### config.mk
export PLATFORM = sky130hd
export DESIGN_NAME = min_priority_queue_linear_scan
export DESIGN_NICKNAME = d
export VERILOG_FILES = /design/src/rtl/mpq_pkg.sv /design/src/rtl/mpq_ram.sv /design/src/rtl/mpq_best.sv /design/src/rtl/min_priority_queue_linear_scan.sv
export SDC_FILE = /design/constraint.sdc
export NUM_CORES = 2
export LEC_CHECK = 0
export BUFFER_PORTS_ARGS = -buffer_cell sky130_fd_sc_hd__buf_4
export CAP_MARGIN = 10
export CORE_ASPECT_RATIO = 0.6
export CORE_MARGIN = 2
export CORE_UTILIZATION = 35
export CTS_BUF_LIST = sky130_fd_sc_hd__clkbuf_8
export DETAILED_ROUTE_END_ITERATION = 16
export PLACE_DENSITY = 0.47
export RECOVER_POWER = 100
export SETUP_SLACK_MARGIN = 0.02
export SYNTH_ARGS = -nofsm -noshare
export SYNTH_HDL_FRONTEND = slang
export SYNTH_SLANG_ARGS = --single-unit
### constraint.sdc
create_clock -name clk -period 6.3 [get_ports clk]
set_clock_uncertainty 0.1 [all_clocks]
set_input_delay 0.63 -clock clk [delete_from_list [all_inputs] [get_ports clk]]
set_output_delay 0.63 -clock clk [all_outputs]
set_load 0.02 [all_outputs]
### src/rtl/mpq_pkg.sv
// ----------------------------------------------------------------------------
// mpq_pkg
// Shared types and constants for the linear-scan minimum priority queue.
// ----------------------------------------------------------------------------
package mpq_pkg;

  localparam int DATA_W       = 32;
  localparam int CMD_W        = 2;
  localparam int STATUS_W     = 2;
  localparam int OCC_W        = 8;
  localparam int CAPACITY_DEF = 128;

  localparam logic [CMD_W-1:0] CMD_INSERT = 2'd0;
  localparam logic [CMD_W-1:0] CMD_DELETE = 2'd1;
  localparam logic [CMD_W-1:0] CMD_PEEK   = 2'd2;

  localparam logic [STATUS_W-1:0] ST_INSERTED = 2'd0;
  localparam logic [STATUS_W-1:0] ST_MINIMUM  = 2'd1;
  localparam logic [STATUS_W-1:0] ST_EMPTY    = 2'd2;
  localparam logic [STATUS_W-1:0] ST_FULL     = 2'd3;

  typedef enum logic [1:0] {
    S_IDLE,
    S_SCAN,
    S_SHIFT
  } mpq_state_t;

  // Control from the sequencer to the minimum tracker
  typedef struct packed {
    logic valid;
    logic first;
  } mpq_cmp_ctrl_t;

endpackage

### src/rtl/mpq_ram.sv
// ----------------------------------------------------------------------------
// mpq_ram
// Generic simple dual-port RAM: one write port, one read port, registered read.
// ----------------------------------------------------------------------------
module mpq_ram #(
  parameter int WIDTH = 32,
  parameter int DEPTH = 128
) (
  input  logic                     clk,
  input  logic                     wr_en,
  input  logic [$clog2(DEPTH)-1:0] wr_addr,
  input  logic [WIDTH-1:0]         wr_data,
  input  logic                     rd_en,
  input  logic [$clog2(DEPTH)-1:0] rd_addr,
  output logic [WIDTH-1:0]         rd_data
);

  logic [WIDTH-1:0] mem [DEPTH];

  always_ff @(posedge clk) begin
    if (wr_en) begin
      mem[wr_addr] <= wr_data;
    end
    if (rd_en) begin
      rd_data <= mem[rd_addr];
    end
  end

endmodule

### src/rtl/mpq_best.sv
// ----------------------------------------------------------------------------
// mpq_best
// Running minimum tracker: one signed comparator shared by every scan step.
// ----------------------------------------------------------------------------
module mpq_best #(
  parameter int IW = 8
) (
  input  logic                          clk,
  input  mpq_pkg::mpq_cmp_ctrl_t        ctrl,
  input  logic [IW-1:0]                 idx,
  input  logic [mpq_pkg::DATA_W-1:0]    data,
  output logic [mpq_pkg::DATA_W-1:0]    best_val,
  output logic [IW-1:0]                 best_idx,
  output logic [mpq_pkg::DATA_W-1:0]    upd_val,
  output logic [IW-1:0]                 upd_idx
);

  import mpq_pkg::*;

  logic take;

  // Strict less-than keeps the earliest entry on ties
  assign take    = ctrl.valid && (ctrl.first || ($signed(data) < $signed(best_val)));
  assign upd_val = take ? data : best_val;
  assign upd_idx = take ? idx : best_idx;

  always_ff @(posedge clk) begin
    best_val <= upd_val;
    best_idx <= upd_idx;
  end

endmodule

### src/rtl/min_priority_queue_linear_scan.sv
// ----------------------------------------------------------------------------
// min_priority_queue_linear_scan
// Minimum priority queue kept in arrival order, searched by a linear scan.
// ----------------------------------------------------------------------------
// Usage:
//   A command transfers on a clock edge where start is high and busy is low.
//   command selects insert, delete minimum or peek minimum (code 3 acts as a
//   peek); new_value is used by insert only. Every command gives exactly one
//   result: done is high for one cycle with status, min_value and occupancy.
//   The receiver cannot stall; results must be taken when done is high.
// Timing:
//   insert, full store, empty store : result in the cycle after the transfer.
//   peek                            : a scan reads and compares every stored entry.
//   delete                          : the same scan, then a pass that moves the
//                                     later entries down a place when needed.
//   The single read port of the entry RAM sets the pace: one entry is read and
//   compared, or moved, per cycle.
// Reset (rst, synchronous) empties the queue; the RAM contents
// are not cleared since only entries below the count are ever read.
// ----------------------------------------------------------------------------
module min_priority_queue_linear_scan #(
  parameter int CAPACITY = mpq_pkg::CAPACITY_DEF
) (
  input  logic                               clk,
  input  logic                               rst,
  input  logic                               start,
  output logic                               busy,
  input  logic [mpq_pkg::CMD_W-1:0]          command,
  input  logic signed [mpq_pkg::DATA_W-1:0]  new_value,
  output logic                               done,
  output logic [mpq_pkg::STATUS_W-1:0]       status,
  output logic signed [mpq_pkg::DATA_W-1:0]  min_value,
  output logic [mpq_pkg::OCC_W-1:0]          occupancy
);

  import mpq_pkg::*;

  localparam int AW = $clog2(CAPACITY);
  localparam int CW = $clog2(CAPACITY + 1);

  mpq_state_t state, state_next;

  logic [CW-1:0] count, count_next, count_m1;
  logic [CW-1:0] issue, shift_start, shift_dst, pipe_idx;
  logic          issue_act, pipe_valid, is_del, last_pipe;
  logic          launch_scan, launch_shift;

  logic              wr_en;
  logic [AW-1:0]     wr_addr;
  logic [DATA_W-1:0] wr_data;
  logic [DATA_W-1:0] rd_data;

  logic                resp_en;
  logic [STATUS_W-1:0] resp_status;
  logic [DATA_W-1:0]   resp_min;
  logic [CW-1:0]       resp_occ;

  mpq_cmp_ctrl_t     cmp_ctrl;
  logic [DATA_W-1:0] best_val, upd_val;
  logic [CW-1:0]     best_idx, upd_idx;

  assign busy        = (state != S_IDLE);
  assign count_m1    = count - CW'(1);
  assign last_pipe   = pipe_valid && (pipe_idx == count_m1);
  assign shift_start = upd_idx + CW'(1);
  assign shift_dst   = pipe_idx - CW'(1);

  assign cmp_ctrl.valid = pipe_valid && (state == S_SCAN);
  assign cmp_ctrl.first = (pipe_idx == '0);

  mpq_ram #(
    .WIDTH (DATA_W),
    .DEPTH (CAPACITY)
  ) u_ram (
    .clk     (clk),
    .wr_en   (wr_en),
    .wr_addr (wr_addr),
    .wr_data (wr_data),
    .rd_en   (issue_act),
    .rd_addr (issue[AW-1:0]),
    .rd_data (rd_data)
  );

  mpq_best #(
    .IW (CW)
  ) u_best (
    .clk      (clk),
    .ctrl     (cmp_ctrl),
    .idx      (pipe_idx),
    .data     (rd_data),
    .best_val (best_val),
    .best_idx (best_idx),
    .upd_val  (upd_val),
    .upd_idx  (upd_idx)
  );

  always_ff @(posedge clk) begin
    if (rst) begin
      state <= S_IDLE;
    end else begin
      state <= state_next;
    end
  end

  always_comb begin
    state_next   = state;
    count_next   = count;
    wr_en        = 1'b0;
    wr_addr      = count[AW-1:0];
    wr_data      = new_value;
    launch_scan  = 1'b0;
    launch_shift = 1'b0;
    resp_en      = 1'b0;
    resp_status  = ST_MINIMUM;
    resp_min     = '0;
    resp_occ     = count;
    case (state)
      S_IDLE: begin
        if (start) begin
          if (command == CMD_INSERT) begin
            resp_en = 1'b1;
            if (count == CW'(CAPACITY)) begin
              resp_status = ST_FULL;
            end else begin
              wr_en       = 1'b1;
              count_next  = count + CW'(1);
              resp_status = ST_INSERTED;
              resp_occ    = count + CW'(1);
            end
          end else if (count == '0) begin
            resp_en     = 1'b1;
            resp_status = ST_EMPTY;
          end else begin
            launch_scan = 1'b1;
            state_next  = S_SCAN;
          end
        end
      end
      S_SCAN: begin
        if (last_pipe) begin
          if (!is_del) begin
            resp_en    = 1'b1;
            resp_min   = upd_val;
            state_next = S_IDLE;
          end else if (upd_idx == count_m1) begin
            // minimum is the last entry: nothing to move
            resp_en    = 1'b1;
            resp_min   = upd_val;
            resp_occ   = count_m1;
            count_next = count_m1;
            state_next = S_IDLE;
          end else begin
            launch_shift = 1'b1;
            state_next   = S_SHIFT;
          end
        end
      end
      S_SHIFT: begin
        // move each entry read last cycle down one place
        if (pipe_valid) begin
          wr_en   = 1'b1;
          wr_addr = shift_dst[AW-1:0];
          wr_data = rd_data;
        end
        if (last_pipe) begin
          resp_en    = 1'b1;
          resp_min   = best_val;
          resp_occ   = count_m1;
          count_next = count_m1;
          state_next = S_IDLE;
        end
      end
      default: begin
        state_next = S_IDLE;
      end
    endcase
  end

  always_ff @(posedge clk) begin
    if (rst) begin
      count      <= '0;
      issue_act  <= 1'b0;
      pipe_valid <= 1'b0;
      done       <= 1'b0;
    end else begin
      count      <= count_next;
      pipe_valid <= issue_act;
      done       <= resp_en;
      if (launch_scan) begin
        issue     <= '0;
        issue_act <= 1'b1;
      end else if (launch_shift) begin
        issue     <= shift_start;
        issue_act <= 1'b1;
      end else if (issue_act) begin
        if (issue == count_m1) begin
          issue_act <= 1'b0;
        end else begin
          issue <= issue + CW'(1);
        end
      end
    end
  end

  always_ff @(posedge clk) begin
    pipe_idx <= issue;
    if (launch_scan) begin
      is_del <= (command == CMD_DELETE);
    end
    if (resp_en) begin
      status    <= resp_status;
      min_value <= resp_min;
      occupancy <= OCC_W'(resp_occ);
    end
  end

endmodule

### Yosys cells after proc, flatten, opt, wreduce, memory -nomap -nowiden

Memory sizes are Yosys's and may differ from the RTL's. A register that Yosys moved wholly into a read port is not among the register bits.
Index checks and enable logic that the tools add are counted.

| operators by class | value |
|---|---|
| shift operators | 0 |
| $add $sub $neg | 5 |
| bitwise gates (word level) | 1 |
| reduce and logical (&&, ||, !) cells | 13 |
| multiplexer cells | 60 |
| eq/ne operators | 13 |
| multipliers | 0 |
| divide/modulo/power cells | 0 |
| order comparisons | 1 |

Operators by type and width:

| operator | number |
|---|---|
| 32-bit 2-to-1 mux | 7 |
| 8-bit 2-to-1 mux | 11 |
| 32-bit one-hot mux with 2 select lines | 1 |
| 32-bit less-than comparator | 1 |
| 1-bit 2-to-1 mux | 25 |
| 8-bit by 1-bit adder with 8-bit output (second input constant) | 3 |
| 8-bit equality test | 3 |
| 8-bit one-hot mux with 3 select lines | 1 |
| 2-bit 2-to-1 mux | 10 |
| 8-bit zero test | 2 |
| 7-bit 2-to-1 mux | 2 |
| 2-bit != test (second input constant) | 5 |
| 8-bit equality test (second input constant) | 1 |
| 8-bit by 1-bit subtractor with 8-bit output (second input constant) | 1 |
| 7-bit by 1-bit subtractor with 7-bit output (second input constant) | 1 |
| 2-bit one-hot mux with 3 select lines | 1 |
| 5-bit AND reduction | 1 |
| 2-bit by 1-bit equality test with 1-bit output (second input constant) | 2 |
| 2-bit zero test | 2 |
| 1-bit logical AND | 3 |
| 3-bit != test (second input constant) | 1 |
| 1-bit one-hot mux with 3 select lines | 1 |
| 3-bit AND reduction | 1 |
| 3-bit nonzero test | 1 |
| other kinds (6) | 6 |

| storage, ports and cells | value |
|---|---|
| memory bits (read-only) | 0 |
| input port bits | 37 |
| word-level logic and storage cells | 107 |
| output and inout bits | 44 |
| bits in latches | 0 |
| flip-flop bits (word level) | 112 |
| bits in writable memories | 4096 |
| memories | 1 |

Memories:

| name | words | width | read ports | clocked after memory_dff | wr ports | line | RTL |
|---|---|---|---|---|---|---|---|
| u_ram.mem | 128 | 32 | 1 | 1 | 1 | mpq_ram.sv:18 | `logic [WIDTH-1:0] mem [DEPTH];` |

### Longest topological paths before layout

| depth | value |
|---|---|
| word-level depth | 11 |
| mapped depth | 20 |
| gate-level depth less buffers | 17 |

### Hierarchy

From an unflattened synthesis, not the netlist that was laid out.

| unflattened totals | value |
|---|---|
| cells, all modules | 6693 |
| area total of the unflattened synthesis | 163773.3 um2 |

By module, submodules not included:

| module | seq. area each (um2) | cells an instance | area each (um2) | times used |
|---|---|---|---|---|
| mpq_ram | 123958.9 | 5990 | 156596.4 | 1 |
| min_priority_queue_linear_scan | 1951.9 | 498 | 4893.4 | 1 |
| mpq_best | 800.8 | 205 | 2283.4 | 1 |

### Worst setup path before layout

OpenSTA, ideal clock, no wires.

| timing | value |
|---|---|
| kind | register to register |
| start point | register count[0] |
| end point | register min_value[0] (netlist bit) (enable) |
| setup time | 0.467 ns |
| slack | 0.232 ns |
| period minus slack after synthesis | 6.068 ns |
| data required time | 5.733 ns |
| stages on the path, launching flop included | 14 |
| buffers on the path | 3 |
| arrival | 5.502 ns |
| path through | dfxtp_1 > clkbuf_1 > inv_1 > ha_1 > nor3b_1 > xor2_1 > xor2_1 > a211o_1 > nor4_2 > and2_1 > buf_1 > clkbuf_1 > nand2_1 > a31oi_1 |

| on the way | value |
|---|---|
| word-level cells in the longest chain between the ends | 6 |
| elaborated cells on any way between the ends | 13 |
| those cells by class | 1 x add/sub; 2 x eq/ne; 8 x mux; 2 x reduce/logical |

RTL lines:

| element | line | RTL |
|---|---|---|
| from (decl) | min_priority_queue_linear_scan.sv:43 | `logic [CW-1:0] count, count_next, count_m1;` |
| from (signal assigned) | min_priority_queue_linear_scan.sv:186 | `count <= count_next;` |
| 8-bit by 1-bit subtractor with 8-bit output | min_priority_queue_linear_scan.sv:63 | `assign count_m1 = count - CW'(1);` |
| 8-bit equality test | min_priority_queue_linear_scan.sv:145 | `end else if (upd_idx == count_m1) begin` |
| 1-bit 2-to-1 mux | min_priority_queue_linear_scan.sv:145 |  |
| 1-bit 2-to-1 mux | min_priority_queue_linear_scan.sv:141 | `if (!is_del) begin` |
| 1-bit 2-to-1 mux | min_priority_queue_linear_scan.sv:140 | `if (last_pipe) begin` |
| 1-bit one-hot mux with 3 select lines * | min_priority_queue_linear_scan.sv:117 | `case (state)` |
| via resp_en | min_priority_queue_linear_scan.sv:53 | `logic resp_en;` |
| to (signal assigned) | min_priority_queue_linear_scan.sv:212 | `min_value <= resp_min;` |
| to (decl) | min_priority_queue_linear_scan.sv:32 | `output logic signed [mpq_pkg::DATA_W-1:0] min_value,` |

Mark *: on every way through the listed nets, which the timed path passes. The rest lies on a longest branch.
A chain may end at the register's enable or synchronous reset.

### Worst setup path after layout

| timing | value |
|---|---|
| start point | register count[0] |
| end point | memory u_ram.mem[6][17] (enable) |

| on the way | value |
|---|---|
| word-level cells in the longest chain between the ends | 7 |
| elaborated cells on any way between the ends | 9 |
| those cells by class | 1 x eq/ne; 8 x mux |

RTL lines:

| element | line | RTL |
|---|---|---|
| 8-bit equality test | min_priority_queue_linear_scan.sv:122 | `if (count == CW'(CAPACITY)) begin` |
| 1-bit 2-to-1 mux | min_priority_queue_linear_scan.sv:122 |  |
| 1-bit 2-to-1 mux | min_priority_queue_linear_scan.sv:120 | `if (command == CMD_INSERT) begin` |
| 1-bit 2-to-1 mux | min_priority_queue_linear_scan.sv:119 | `if (start) begin` |
| 1-bit one-hot mux with 2 select lines | min_priority_queue_linear_scan.sv:117 |  |
| 1-bit 2-to-1 mux | mpq_ram.sv:21 | `if (wr_en) begin` |
| 1-bit 2-to-1 mux (implied by the code) | mpq_ram.sv:22 | `mem[wr_addr] <= wr_data;` |
| to (decl) | mpq_ram.sv:18 |  |

Parallel ways exist; a longest one is shown, timed or not.

==> impl_metrics.toml <==
[logic_synthesis]
synthDistinctLibCells = 67
synthFlopType = "edfxtp_1"
synth.yosys.seq_area_share_pct = 77.6
syn_nets = 6795
avgSynthCellArea_um2 = 24.3
ys_warn_count = 0
ys_seq_elements = 4240
synthArstFlopShare_pct = 0
syn_area_um2 = 163000
synth_cells = 6719
synth_edf_count = 4179

[sta]
max_slew_margin_pct = -144
hold_viol = 0
period_needed_ps = 5790
maxSlewViolCount = 4360
min_period_over_period_pct = 91.9
finalSetupTns_ps = 0
setup_viol = 0
fmax_mhz = 173
rsz0062_at_grt = "false"
worstMarginPinSlew_ps = 3650

[grt]
overflow = 0
grt_pass1_wl_um = 677000
grt_pass1_vias = 78600
grt_max_degree = 126
grt_use_total_pct = 20.8
antenna_found_initial = 98

[placed_design]
place_area_um2 = 174000
hpwl_um = 294000
port_buffers = 80
place_congestion = 0.829

[detailed_routing]
wirelength_um = 503000
drt_first_pass_iters = 6
drtIter0Drc = 11300
drc_errors = 0
routed_via_density = 5.59
wire_per_inst_um = 35.8
drtAntennaViolNets = 0
vias = 78600

[final_layout]
register_area_um2 = 127000
multi_input_area_um2 = 35900
postLayoutCoreUtil_pct = 39.7
fin_nets = 7429
fin_area_um2 = 185000
syn_to_final_growth_pct = 13.0
drive_gt1_share_pct = 32.0
n_fill_cell = 41000

[setup_path]
crit_path_top_delay_cell = "nand2_1"
critPathTopFamily = "buffers and inverters"
crit_buf_inv = 4
startpoint_type = "flop"
critPathKind = "flop to flop"
cpPeakStageDelay_ps = 1020
cp-end-kind = "flop"
crit_path_frequent_cell = "clkbuf_1"
worstPathCellList = "inv_1 > ha_1 > nand2b_1 > nor2_1 > a2111oi_0 > clkbuf_1 > nand3_1 > o21ai_0 > nand2_1 > clkbuf_1 > nor2_4 > clkbuf_4"
critPathRequiredTime_ps = 6910
cp.arrival_ps = 6400
path_max_fanout = 32

[clock_tree]
htreeDepth = 6
numCtsBuffers = 629
clk_latency_ps = 1130
clock_path_buffers = 4
cts_hold_buf = 6
cts_tree = "done"
cts.sinks = 4240
path_clk_slew_ps = 70
post_cts_buffers = 0
cts_resized = 0
root_buffer = "clkbuf_8"

[outcome]
status = "finished, violations left"
violations = "max-capacitance violations, max-slew violations"

[floorplanning]
initial_utilization_pct = 35.1
ioPinCount = 81
rows = 194
dieWidth_um = 886
die-area_um2 = 472000
fp.coreArea_um2 = 465000
die_h_um = 533

[job]
cap_violations = 92

[power]
p_leak_nw = 56.6
peakVddDrop_mv = 0.166
power_mw = 53.7
power_density_nw_per_um2 = 291

[worst_hold_path]
min_path_type = "flop to flop"
[sequential cells by signal, summed over array words and instances (netlist names)]
| name | flops |
|---|---|
| u_best.best_idx | 8 |
| u_ram.rd_data | 32 |
| u_best.best_val | 32 |
| count | 8 |
| pipe_idx | 8 |
| is_del | 1 |
| state | 2 |
| status | 2 |
| min_value | 32 |
| issue | 8 |
| issue_act | 1 |
| u_ram.mem | 4096 |
| occupancy | 8 |
| done | 1 |
| pipe_valid | 1 |
[layout by cell type (no fill, tap or decap), types with 53 or more instances in the layout]
cell type  count
buf_4        118
clkbuf_1      86
clkbuf_2      94
clkbuf_8     646
clkinv_1     157
dfxtp_1       60
diode_2       56
edfxtp_1    4179
inv_1        271
mux2_1        53
mux4_2      1344
nand2_1       96
nor2_1        70
nor2_4       101
o21ai_0       56
[logic make-up after synthesis]
| logic type | Yosys count | share of synthesized area [%] |
|---|---|---|
| buf+inv | 405 | 0.940 |
| flops | 4240 | 77.6 |
| compound gates | 178 | 0.765 |
| simple gates | 391 | 1.09 |
| mux | 1430 | 19.1 |
| fa+ha+maj | 39 | 0.299 |
| xor+xnor | 36 | 0.211 |
[worst reg2reg max path: stages (launching register included)]
cell,delay [ps]
dfxtp_1,600
inv_1,190
ha_1,350
nand2b_1,140
nor2_1,80
a2111oi_0,530
clkbuf_1,280
nand3_1,110
o21ai_0,350
nand2_1,1030
clkbuf_1,670
nor2_4,210
clkbuf_4,680
[path summary, 6_finish.rpt]
kind / startpoint / endpoint / slack, ps / cells past startpoint
worst max-delay path: count[0] / u_ram.mem[6][17] / 510 / 12
worst min-delay path: u_best.best_val[25] / u_best.best_val[25] / 450 / 2
worst max register to register: count[0] / u_ram.mem[6][17] / 510 / 12
worst min register to register: u_best.best_val[25] / u_best.best_val[25] / 450 / 2
[metrics by stage]
stage / setup WS (ps) / std cells / hold WS (ps)
2_1_floorplan: 232 / 6719 / 246
3_3_place_gp: 999 / 12900 / 411
3_5_place_dp: 997 / 12900 / 401
4_1_cts: 976 / 14000 / 54.9
5_1_grt: 374 / 14000 / 420
6_report: 510 / 14100 / 453
[power breakdown]
| group | switching, mW | internal [mW] | total, mW |
|---|---|---|---|
| clock | 10.9 | 9.84 | 20.7 |
| sequential | 0.0485 | 31.1 | 31.1 |
| combinational | 1.34 | 0.532 | 1.87 |
| total | 12.2 | 41.4 | 53.7 |
[cells in the mapped netlist, types with 8 or more instances]
library cell / count / area (µm²)
nor2_1: 177 / 664
a32oi_1: 32 / 280
inv_1: 45 / 169
xor2_1: 18 / 158
clkbuf_1: 257 / 965
mux2_2: 74 / 833
nor3_1: 11 / 55.1
a21oi_1: 24 / 120
dfxtp_1: 61 / 1220
mux2i_1: 9 / 90.1
nor2b_1: 39 / 244
a211oi_1: 14 / 105
edfxtp_1: 4179 / 125000
buf_1: 96 / 360
o22ai_1: 8 / 50.1
o21ai_0: 55 / 275
xnor2_1: 15 / 131
nand3_1: 22 / 110
ha_1: 39 / 488
nand2_1: 98 / 368
mux4_2: 1344 / 30300
[metal layers]
metal	wire (µm)	global-route usage, %
met2	206000	28.2
met5	362	0
met4	10700	4.56
met1	236000	33.4
met3	49300	5.50
[cell type report]
cell class	instances	share of cell area [%]
repair buffers	363	1.52
diodes	56	0.0759
inverters	45	0.0915
clock inverters	468	1.18
clock buffers	646	4.82
well taps	6174	4.19
multi-input cells	2074	19.5
flip-flops and latches	4240	68.7
Note: power is estimated with default switching activity, not from simulation.
